==> config.mk <==
export PLATFORM = sky130hd
export DESIGN_NAME = double_ended_queue_flat
export DESIGN_NICKNAME = d
export VERILOG_FILES = /design/src/hw/rtl/dq_pkg.sv /design/src/hw/rtl/dq_req_if.sv /design/src/hw/rtl/dq_rsp_if.sv /design/src/hw/rtl/double_ended_queue.sv /design/src/flat_wrapper.sv
export SDC_FILE = /design/constraint.sdc
export NUM_CORES = 1
export LEC_CHECK = 0
export ABC_AREA = 0
export BUFFER_PORTS_ARGS = -buffer_cell sky130_fd_sc_hd__buf_2
export CORE_MARGIN = 4
export CORE_UTILIZATION = 47
export CTS_BUF_LIST = sky130_fd_sc_hd__clkbuf_4
export DETAILED_ROUTE_END_ITERATION = 12
export GPL_TIMING_DRIVEN = 0
export PLACE_DENSITY_LB_ADDON = 0.12
export SLEW_MARGIN = 20
export SYNTH_ARGS = -nofsm -noshare
export SYNTH_HDL_FRONTEND = slang
export SYNTH_SLANG_ARGS = --single-unit
export TNS_END_PERCENT = 100
==> constraint.sdc <==
create_clock -name clk_i -period 13.2 [get_ports clk_i]
set_clock_uncertainty 0.1 [all_clocks]
set_input_delay 2.64 -clock clk_i [delete_from_list [all_inputs] [get_ports clk_i]]
set_output_delay 2.64 -clock clk_i [all_outputs]
set_load 0.01 [all_outputs]
==> src/hw/rtl/dq_pkg.sv <==
package dq_pkg;

  localparam int DEPTH = 16;
  localparam int IDX_W = $clog2(DEPTH);
  localparam int CNT_W = $clog2(DEPTH + 1);
  localparam int VAL_W = 32;

  typedef enum logic [1:0] {
    ACT_PUSH_FRONT = 2'd0,
    ACT_PUSH_BACK  = 2'd1,
    ACT_POP_FRONT  = 2'd2,
    ACT_POP_BACK   = 2'd3
  } action_e;

  typedef enum logic [1:0] {
    ST_OK    = 2'd0,
    ST_EMPTY = 2'd1,
    ST_FULL  = 2'd2
  } status_e;

  typedef struct packed {
    action_e                   action;
    logic signed [VAL_W-1:0]   push_value;
  } req_t;

  typedef struct packed {
    logic signed [VAL_W-1:0]   popped_value;
    status_e                   status;
    logic        [CNT_W-1:0]   fill_count;
  } rsp_t;

  // Ring position that lies ofs places after base, wrapped into 0..DEPTH-1.
  function automatic logic [IDX_W-1:0] ring_add(input logic [IDX_W-1:0] base,
                                                input logic [IDX_W-1:0] ofs);
    logic [IDX_W:0] sum;
    sum = {1'b0, base} + {1'b0, ofs};
    if (sum >= (IDX_W+1)'(DEPTH)) begin
      sum = sum - (IDX_W+1)'(DEPTH);
    end
    return sum[IDX_W-1:0];
  endfunction

endpackage

==> src/hw/rtl/dq_req_if.sv <==
interface dq_req_if import dq_pkg::*; ();
  logic valid;
  logic ready;
  req_t data;

  modport source (output valid, output data, input ready);
  modport sink   (input valid, input data, output ready);
endinterface

==> src/hw/rtl/dq_rsp_if.sv <==
interface dq_rsp_if import dq_pkg::*; ();
  logic valid;
  logic ready;
  rsp_t data;

  modport source (output valid, output data, input ready);
  modport sink   (input valid, input data, output ready);
endinterface

==> src/hw/rtl/double_ended_queue.sv <==
// Bounded double-ended queue of signed 32-bit values in a ring memory.
// The req channel carries one request per item: an action (push front,
// push back, pop front, pop back) and the value to push. The rsp channel
// returns exactly one result per request, in order: the popped value
// (zero on pushes and on failed pops), a status (ok, empty, full) and
// the number of entries held after the step.
// The result is registered and shows in the cycle after the request is
// accepted. Pointers are updated at acceptance and the single memory
// access (write for a push, registered read for a pop) happens at the
// same edge, so a new request can be taken every cycle while the result
// side keeps taking results. The result register holds one result; while
// it waits on rsp.ready, req.ready is low.
// Reset empties the queue and sets the front position to zero; the memory
// contents are not cleared and no clearing pass is needed, because an
// entry is only read after it has been written.
module double_ended_queue import dq_pkg::*; (
  input  logic     clk_i,
  input  logic     rst_ni,
  dq_req_if.sink   req,
  dq_rsp_if.source rsp
);

  logic [VAL_W-1:0] mem [DEPTH];
  logic [VAL_W-1:0] rdata_q;

  logic [IDX_W-1:0] front_q, front_d;
  logic [CNT_W-1:0] count_q, count_d;
  logic             rsp_valid_q;
  status_e          status_q, status_d;
  logic [CNT_W-1:0] fill_q;
  logic             pop_ok_q, pop_ok_d;

  logic             accept;
  logic             full, empty;
  logic             we, re;
  logic [IDX_W-1:0] waddr, raddr;

  assign req.ready = !rsp_valid_q || rsp.ready;
  assign accept    = req.valid && req.ready;
  assign full      = (count_q == CNT_W'(DEPTH));
  assign empty     = (count_q == '0);

  always_comb begin
    front_d  = front_q;
    count_d  = count_q;
    status_d = ST_OK;
    pop_ok_d = 1'b0;
    we       = 1'b0;
    re       = 1'b0;
    waddr    = front_q;
    raddr    = front_q;
    unique case (req.data.action)
      ACT_PUSH_FRONT: begin
        if (full) begin
          status_d = ST_FULL;
        end else begin
          front_d = ring_add(front_q, IDX_W'(DEPTH - 1));
          waddr   = front_d;
          we      = accept;
          count_d = count_q + CNT_W'(1);
        end
      end
      ACT_PUSH_BACK: begin
        if (full) begin
          status_d = ST_FULL;
        end else begin
          waddr   = ring_add(front_q, count_q[IDX_W-1:0]);
          we      = accept;
          count_d = count_q + CNT_W'(1);
        end
      end
      ACT_POP_FRONT: begin
        if (empty) begin
          status_d = ST_EMPTY;
        end else begin
          raddr    = front_q;
          re       = accept;
          pop_ok_d = 1'b1;
          front_d  = ring_add(front_q, IDX_W'(1));
          count_d  = count_q - CNT_W'(1);
        end
      end
      ACT_POP_BACK: begin
        if (empty) begin
          status_d = ST_EMPTY;
        end else begin
          count_d  = count_q - CNT_W'(1);
          raddr    = ring_add(front_q, count_d[IDX_W-1:0]);
          re       = accept;
          pop_ok_d = 1'b1;
        end
      end
      default: ;
    endcase
  end

  // A push writes at the edge it is accepted, so a pop of the same entry
  // in any later cycle already reads the new value; no forwarding is needed.
  always_ff @(posedge clk_i) begin
    if (we) begin
      mem[waddr] <= req.data.push_value;
    end
    if (re) begin
      rdata_q <= mem[raddr];
    end
  end

  always_ff @(posedge clk_i or negedge rst_ni) begin
    if (!rst_ni) begin
      front_q     <= '0;
      count_q     <= '0;
      rsp_valid_q <= 1'b0;
      status_q    <= ST_OK;
      fill_q      <= '0;
      pop_ok_q    <= 1'b0;
    end else begin
      if (accept) begin
        front_q     <= front_d;
        count_q     <= count_d;
        status_q    <= status_d;
        fill_q      <= count_d;
        pop_ok_q    <= pop_ok_d;
        rsp_valid_q <= 1'b1;
      end else if (rsp.ready) begin
        rsp_valid_q <= 1'b0;
      end
    end
  end

  assign rsp.valid             = rsp_valid_q;
  assign rsp.data.popped_value = pop_ok_q ? rdata_q : '0;
  assign rsp.data.status       = status_q;
  assign rsp.data.fill_count   = fill_q;

endmodule

==> src/flat_wrapper.sv <==
// flat-port wrapper written by rule: the top's interface ports become plain ports
module double_ended_queue_flat import dq_pkg::*;
  (clk_i, rst_ni, req_valid, req_data, req_ready, rsp_valid, rsp_data, rsp_ready);
  dq_req_if req_i ();
  dq_rsp_if rsp_i ();
  input  logic clk_i;
  input  logic rst_ni;
  input wire logic [$bits(req_i.valid)-1:0] req_valid;
  input wire logic [$bits(req_i.data)-1:0] req_data;
  output wire logic [$bits(req_i.ready)-1:0] req_ready;
  output wire logic [$bits(rsp_i.valid)-1:0] rsp_valid;
  output wire logic [$bits(rsp_i.data)-1:0] rsp_data;
  input wire logic [$bits(rsp_i.ready)-1:0] rsp_ready;
  assign req_i.valid = req_valid;
  assign req_i.data = req_data;
  assign req_ready = req_i.ready;
  assign rsp_valid = rsp_i.valid;
  assign rsp_data = rsp_i.data;
  assign rsp_i.ready = rsp_ready;
  double_ended_queue u_core (.clk_i(clk_i), .rst_ni(rst_ni), .req(req_i), .rsp(rsp_i));
endmodule
==> impl_metrics.ini <==
[setup_path]
r2r_cells = 12
crit_path_start_kind = input port
worstPathMaxFanout = 4
rr_endpoint = u_core.mem[11][18]
crit_type = input port to primary output
required_ns = 10.46
rrSetupSlack_ns = 8.16
end_kind = primary output
worstPathArrival_ns = 3.06
r2r_start = u_core.count_q[0]

[power]
leakage_nw = 9.043
peakVddDrop_mv = 0.1745
p_total_mw = 6.013
p_per_area_mw_per_mm2 = 227.5

[yosys]
syn_nets = 1615
avgSynthCellArea_um2 = 14.63
ys_seq_elements = 557
ys_warn_count = 0
synthDominantCellAreaShare = 0.7140
netlist_area_mm2 = 0.02288
synth_top_area_cell = edfxtp_1
synth_edf_count = 544
synth_ff_type = edfxtp_1
ys_types = 55
synth_area_leaders = edfxtp_1 71%, nand3_1 3.5%, o21ai_0 2.8%
synthArstFlopShare = 0.02334
ys_seq_area_frac = 0.7282
syn_inst = 1564

[cells_and_area]
fin_nets = 1915
fillers = 4006
instances_no_fill = 2570
mostFrequentLayoutCell = edfxtp_1
syn2layout_area_growth_pct = 15.51
final_cell_mix = 544 x edfxtp_1, 202 x clkbuf_4, 159 x nand3_1
seq_area_mm2 = 0.01666
multi_input_area_mm2 = 0.005687
final_layout_size_suffix_gt1_frac = 0.2358

[clock_network]
cts_root_buf = clkbuf_4
cts_hold_buf = 0
cts.sinks = 557
cts_tree = done
insertion_delay_ns = 0.97
cts_made_buffers = 144
clock_path_buffers = 3
ctsResizeCount = 0
cts.clk_slew.worst_paths_ns = 0.06
post-cts-setup-buffers = 0
htreeDepth = 4

[timing]
maxSlewHeadroom = 0.1727
tightest_slew_ns = 1.232
hold_viol = 0
rsz0062_at_grt = no
max_freq_mhz = 172.4
drv_slew = 0
finalSetupTns_ns = 0
fin_crit_ns = 5.802
fin_crit_sh = 0.4395
setup_viol = 0

[placed_design]
post-dp-hpwl_mm = 42.63
dp.cells = 2333
gp_congestion = 0.8773
port-buffer-count = 77

[die]
start_util = 0.4772
fp.dieW_um = 228.6
io_pins = 79
dieArea_mm2 = 0.05227
core_mm2 = 0.04795
fp.dieH_um = 228.6
num_rows = 80

[routing]
drt-initial-drc-count = 1810
wl_met3_mm = 5.146
firstDrtPassIters = 5
wl_mm = 64.54
drcViolationCount = 0
dr_wl_met2_mm = 30.84
via_count = 15380
routedWlPerCell_um = 25.11
ant_nets = 0
m1WireLength_mm = 26.96
route.top_layer_used = met4
vias_per_cell = 5.984

[min_path]
holdCritPathClass = flip-flop to flip-flop
whs_path_depth = 2
hold_end = u_core.status_q[1]
hp-start = u_core.status_q[1]

[global_routing]
grt_overflow_total = 0
grt_pass1_wl_mm = 96.05
grt_max_degree = 17
grt_pass1_vias = 15414
antenna_found_initial = 2
grt_usage = 0.2450

[run_status]
status = finished clean

[flow_run]
cap_violations = 0
-- cells by family after synthesis --
group | synth area share
adder cells (fa/ha/maj) | 0.007765
AO/OA/AOI/OAI | 0.1183
flip-flops | 0.7282
multiplexers | 0.03057
AND/OR/NAND/NOR | 0.08176
XOR/XNOR | 0.006453
buffers and inverters | 0.02696
-- cell usage after synthesis, types with 3 or more instances --
library cell    n
o211ai_1       31
nand2_1       110
a21oi_1        45
ha_1           11
a21o_1          4
o21ai_0       126
edfxtp_1      544
nand3_1       159
a221o_1        31
a311oi_1       31
buf_1           3
a31o_1         22
buf_6           7
nor3_1         20
a221oi_1        4
nor2_1         48
inv_1           9
and2_1         34
mux2i_1        35
dfrtp_1        13
xor2_1          8
a31o_2         10
mux2_2         31
buf_2          16
and3_1          3
a32oi_1        64
clkbuf_1       94
buf_4           8
xnor2_1         7
-- layer usage --
layer,global-route usage,vias up
li1,-,6871
met1,0.3295,7671
met2,0.3907,733
met3,0.05708,105
met4,0.09434,0
met5,0,-
-- worst max-delay path by stage --
stage	startpoint	to	slack, ns	depth (start not counted)
4_1_cts	rsp_ready	req_ready	7.39	3
5_1_grt	rsp_ready	req_ready	7.38	3
2_1_floorplan	req_data[33]	u_core.mem[10][0]	6.17	7
3_5_place_dp	req_data[33]	u_core.mem[11][18]	6.93	10
3_3_place_gp	req_data[33]	u_core.mem[5][13]	3.32	7
6_report	rsp_ready	req_ready	7.40	3
-- state kept, by name, indices dropped and copies added (netlist names) --
name and flops:
u_core.pop_ok_q 1, u_core.rdata_q 32, u_core.front_q 4, u_core.mem 512, u_core.status_q 2, u_core.count_q 5, u_core.rsp.valid 1
-- cell type report --
cell class / count / area share
flip-flops and latches: 557 / 0.6304
multi-input cells: 870 / 0.2152
clock buffers: 202 / 0.05738
repair buffers: 154 / 0.03759
well taps: 615 / 0.02912
plain buffers: 128 / 0.02206
clock inverters: 31 / 0.006628
inverters: 9 / 0.001278
diodes: 4 / 0.0003787
-- power by group --
part / switching (mW) / internal [mW]
Clock: 0.675 / 0.736
Combinational: 1.65 / 0.786
Sequential: 0.0433 / 2.12
-- per-stage QoR --
stage,setup slack [ns],utilization,hold WS [ns],instance area [um^2]
6_report,7.398,0.5512,0.3786,26430
5_1_grt,7.378,0.5511,0.4274,26420
4_1_cts,7.394,0.5510,0.3861,26420
3_5_place_dp,6.929,0.5157,0.3725,24730
3_3_place_gp,3.316,0.5013,0.3645,24030
2_1_floorplan,6.169,-,0.4168,22880
-- worst max-delay path, stage by stage --
cell and delay (ns):
buf_2 0.09, nand2b_1 0.17, buf_2 0.16
Power figures use the tool's default switching activity.
